<file path="config.mk">
export PLATFORM = sky130hd
export DESIGN_NAME = smi_div_step
export DESIGN_NICKNAME = d
export VERILOG_FILES = /design/src/rtl/smi_pkg.sv /design/src/rtl/smi_div_step.sv
export SDC_FILE = /design/constraint.sdc
export NUM_CORES = 2
export LEC_CHECK = 0
export ABC_CLOCK_PERIOD_IN_PS = 11150
export BUFFER_PORTS_ARGS = -buffer_cell sky130_fd_sc_hd__buf_2
export CAP_MARGIN = 0
export CORE_AREA = 10 10 714 716
export DETAILED_ROUTE_END_ITERATION = 12
export DIE_AREA = 0 0 724 726
export GPL_ROUTABILITY_DRIVEN = 0
export PLACE_DENSITY = 0.3
export SLEW_MARGIN = 20
export SYNTH_ARGS = -nofsm -noshare
export SYNTH_HDL_FRONTEND = slang
export SYNTH_SLANG_ARGS = --single-unit
</file>
<file path="constraint.sdc">
create_clock -name clk -period 11.15 [get_ports clk]
set_clock_uncertainty 0.2 [all_clocks]
set_input_delay 3.345 -clock clk [delete_from_list [all_inputs] [get_ports clk]]
set_output_delay 3.345 -clock clk [all_outputs]
set_load 0.01 [all_outputs]
</file>
<file path="src/rtl/smi_pkg.sv">
package smi_pkg;

  localparam int unsigned DIM_MAX_DEF = 3;
  localparam int unsigned LANES       = 9;
  localparam int unsigned ELEM_W      = 16;
  localparam int unsigned PROD_W      = 2 * ELEM_W;
  localparam int unsigned ADJ_W       = PROD_W + 1;
  localparam int unsigned DET_W       = 49;
  localparam int unsigned SUM_W       = DET_W + 2;
  localparam int unsigned FRAC_SHIFT  = 24;
  localparam int unsigned REM_W       = ADJ_W + FRAC_SHIFT + 1;
  localparam int unsigned Q_W         = 33;
  localparam int unsigned OUT_W       = 32;
  localparam logic [1:0]  DIM_TWO     = 2'd2;

  typedef logic signed [ELEM_W-1:0] elem_t;
  typedef logic signed [ADJ_W-1:0]  adj_t;

  // One inverse entry on its way through the divider
  typedef struct packed {
    logic [REM_W-1:0] rem;
    logic [Q_W-1:0]   q;
    logic             neg;
    logic             ovf;
  } lane_t;

  // Per-item data shared by all lanes
  typedef struct packed {
    logic [DET_W-1:0] md;
    logic [DET_W-1:0] det_q24;
    logic             sing;
  } side_t;

endpackage

</file>
<file path="src/rtl/smi_div_step.sv">
module smi_div_step
  import smi_pkg::*;
#(
  parameter int unsigned BIT = 0
) (
  input  logic              clk,
  input  logic              rst,
  input  logic              in_valid,
  input  lane_t [LANES-1:0] in_lanes,
  input  side_t             in_side,
  output logic              out_valid,
  output lane_t [LANES-1:0] out_lanes,
  output side_t             out_side
);

  lane_t [LANES-1:0] out_lanes_next;

  always_ff @(posedge clk) begin
    if (rst) begin
      out_valid <= 1'b0;
    end else begin
      out_valid <= in_valid;
    end
  end

  // compare rem >> BIT with divisor; hit: subtract, or ovf if BIT>=Q_W
  always_comb begin
    out_lanes_next = in_lanes;
    for (int k = 0; k < LANES; k++) begin
      if ((in_lanes[k].rem >> BIT) >= REM_W'(in_side.md)) begin
        if (BIT >= Q_W) begin
          out_lanes_next[k].ovf = 1'b1;
        end else begin
          out_lanes_next[k].rem = in_lanes[k].rem - (REM_W'(in_side.md) << BIT);
          out_lanes_next[k].q[BIT % Q_W] = 1'b1;
        end
      end
    end
  end

  // advance lanes and per-item data
  always_ff @(posedge clk) begin
    out_side  <= in_side;
    out_lanes <= out_lanes_next;
  end

endmodule

</file>
==> impl_metrics.tcl <==
set metrics [dict create \
    hold_depth 1 \
    finalMaxSlewViolations 0 \
    p_total_w 0.0128 \
    synth_flop_cell "dfxtp_1" \
    setup_violations 0 \
    drcViolationCount 0 \
    hpwl_mm 440 \
    syn_nets 7510 \
    critPathArrivalTime_ns 8.21 \
    power_leakage_nw 31.7 \
    finalWirelength_mm 504 \
    start_util_pct 10.4 \
    syn_inst 6121 \
    worstPathRequired_ns 11.64 \
    drive_above_1_share_pct 29.3 \
    synth.avg_cell_area_um2 8.46 \
    whs_endpoint "out_lanes[753]" \
    synth_compound_area_share_pct 23.7 \
    hold_class "primary input to register" \
    place_area_um2 68600 \
    holdCritStartpoint "in_lanes[753]" \
    die_x_um 724 \
    relSlewSlack_pct 24.6 \
    cts_buffer_depth 4 \
    status "finished clean" \
    fin_nets 9305 \
    critPathMaxStageDelay_ns 0.73 \
    io_pins 1876 \
    syn_to_final_growth_pct 42.8 \
    multi_input_area_um2 31200 \
    max_cap_viol_count 0 \
    synthArstFlopShare_pct 0 \
    numPlacedInstances 14300 \
    max_freq_ghz 0.129 \
    synth_adder_area_share_pct 11.0 \
    first_pass_iters 5 \
    core-area_um2 496000 \
    cts_tree "done" \
    cts.htree.levels 4 \
    syn_area_um2 51800 \
    grt_start_max_net_pins 85 \
    ys_types 101 \
    synth_top_family_by_area "compound AO/OA/AOI/OAI gates" \
    stdcell_count 14700 \
    grt_use_total_pct 18.1 \
    yosys.area_share.simple_pct 16.0 \
    port_buffers 1875 \
    dr_total_vias 56000 \
    crit_type "primary input to register" \
    gr-total-overflow 0 \
    hold_ws_ns 2.38 \
    drt_iter0_drc 3546 \
    cts-buffers-inserted 145 \
    crit_chain "buf_2 -> inv_2 -> ha_1 -> a21oi_1 -> o21ai_0 -> or4_1 -> a21oi_1 -> nor2_1 -> a32oi_1 -> a21oi_2 -> nor2_4 -> buf_4 -> mux2_2" \
    final_cell_mix "buf_2 (1,874), dfxtp_1 (937), a21oi_1 (670)" \
    yosys_warnings 0 \
    wl_per_cell_um 34.2 \
    cp_slowest_cell "nor2_4" \
    path_max_fanout 43 \
    die_h_um 726 \
    setup.worst_path.start_class "primary input" \
    grt_pass1_vias 55900 \
    min_period_ns 7.72 \
    final_common_cell "buf_2" \
    ys_seq_elements 937 \
    rsz0062_at_grt "no" \
    grt_pass1_wl_mm 622 \
    vdd_drop_max_v 0.000108 \
    clock-sinks 937 \
    tightest_slew_ns 1.13 \
    die_area_um2 526000 \
    post-cts-setup-buffer-count 0 \
    post_cts_resized 0 \
    viasPerCell 3.81 \
    synth_mux_area_share_pct 1.30 \
    seqCellArea_um2 18800 \
    period_share_pct 69.3 \
    crit_top_cell "a21oi_1" \
    postRouteAntennaNets 0 \
    startpoint "in_side[75]" \
    rows 259 \
    cts_root_buf "clkbuf_16" \
    setup_tns_ns 0 \
    synth_xor_area_share_pct 8.05 \
    synth_edf_count 0 \
    endpoint_kind "register" \
    clk_pin_slew_ns 0.06 \
    power_density_nw_per_um2 173 \
    nFillCells 57300 \
    ys_seq_area_share_pct 36.2 \
    antenna_found_initial 374 \
    design_area_um2 74000 \
    cts_hold_buf 0 \
    hold_viol 0 \
]
cells in the mapped netlist, types with 77 or more instances:
master	count	area, um2
nor3_1	77	385
clkbuf_1	205	769
xnor2_1	265	2320
nand4_1	152	951
nor2_1	446	1670
a21oi_1	671	3360
inv_1	192	721
nand3_1	102	510
o21ai_0	467	2340
ha_1	441	5520
nand2_1	605	2270
xor2_1	211	1850
o21bai_1	96	721
a21o_1	265	1990
dfxtp_1	937	18800
worst max path at each step:
stage | slack [ns] | end
after floorplan | 4.49 | out_lanes[743]
after detailed placement | 2.51 | out_lanes[528]
after global placement | 2.59 | out_lanes[743]
after CTS | 3.44 | out_lanes[528]
after global routing | 3.14 | out_lanes[52]
final | 3.43 | out_lanes[528]
stage by stage:
stage               util, %  setup WS (ns)
floorplan                 -           4.49
global placement       13.8           2.59
detailed placement     13.8           2.51
CTS                    14.8           3.44
global route           14.9           3.14
finish                 14.9           3.43
state kept, by name (all words and copies together) (netlist names):
name and cells:
out_side 99, out_lanes 837, out_valid 1
critical path: cells and delay by family:
kind	cells	cell delay, ns
compound gates	5	1.25
fa+ha+maj	1	0.44
buf+inv	3	1.20
mux	1	0.38
simple gates	3	1.46
metal layers:
layer,share of wire [%],up-vias,global-route usage (%)
met5,0.25,-,0
met4,4.9,186,6.73
met1,35,26700,18.4
met3,7.1,911,5.11
met2,53,2303,34.8
li1,-,25900,-
layout make-up:
type | count | area share (%)
Clock buffer | 195 | 5.49
Tap cell | 6525 | 11.0
Antenna cell | 168 | 0.568
Multi-Input combinational cell | 4710 | 42.1
Timing Repair Buffer | 1930 | 13.3
Clock inverter | 57 | 1.16
Inverter | 192 | 0.985
Sequential cell | 937 | 25.4
kinds of logic after synthesis:
group                    count (synthesis)
flip-flops                             937
AND/OR/NAND/NOR                       1752
multiplexers                            60
adder cells (fa/ha/maj)                450
AO/OA/AOI/OAI                         1972
buffers and inverters                  474
XOR/XNOR                               476
power breakdown:
part           leakage (nW)  switching (W)  internal, W
registers              7.90       0.000286      0.00383
logic                  21.4        0.00248      0.00123
clock network          2.39        0.00199      0.00298
total                  31.7        0.00475      0.00804
Power figures use the tool's default switching activity.
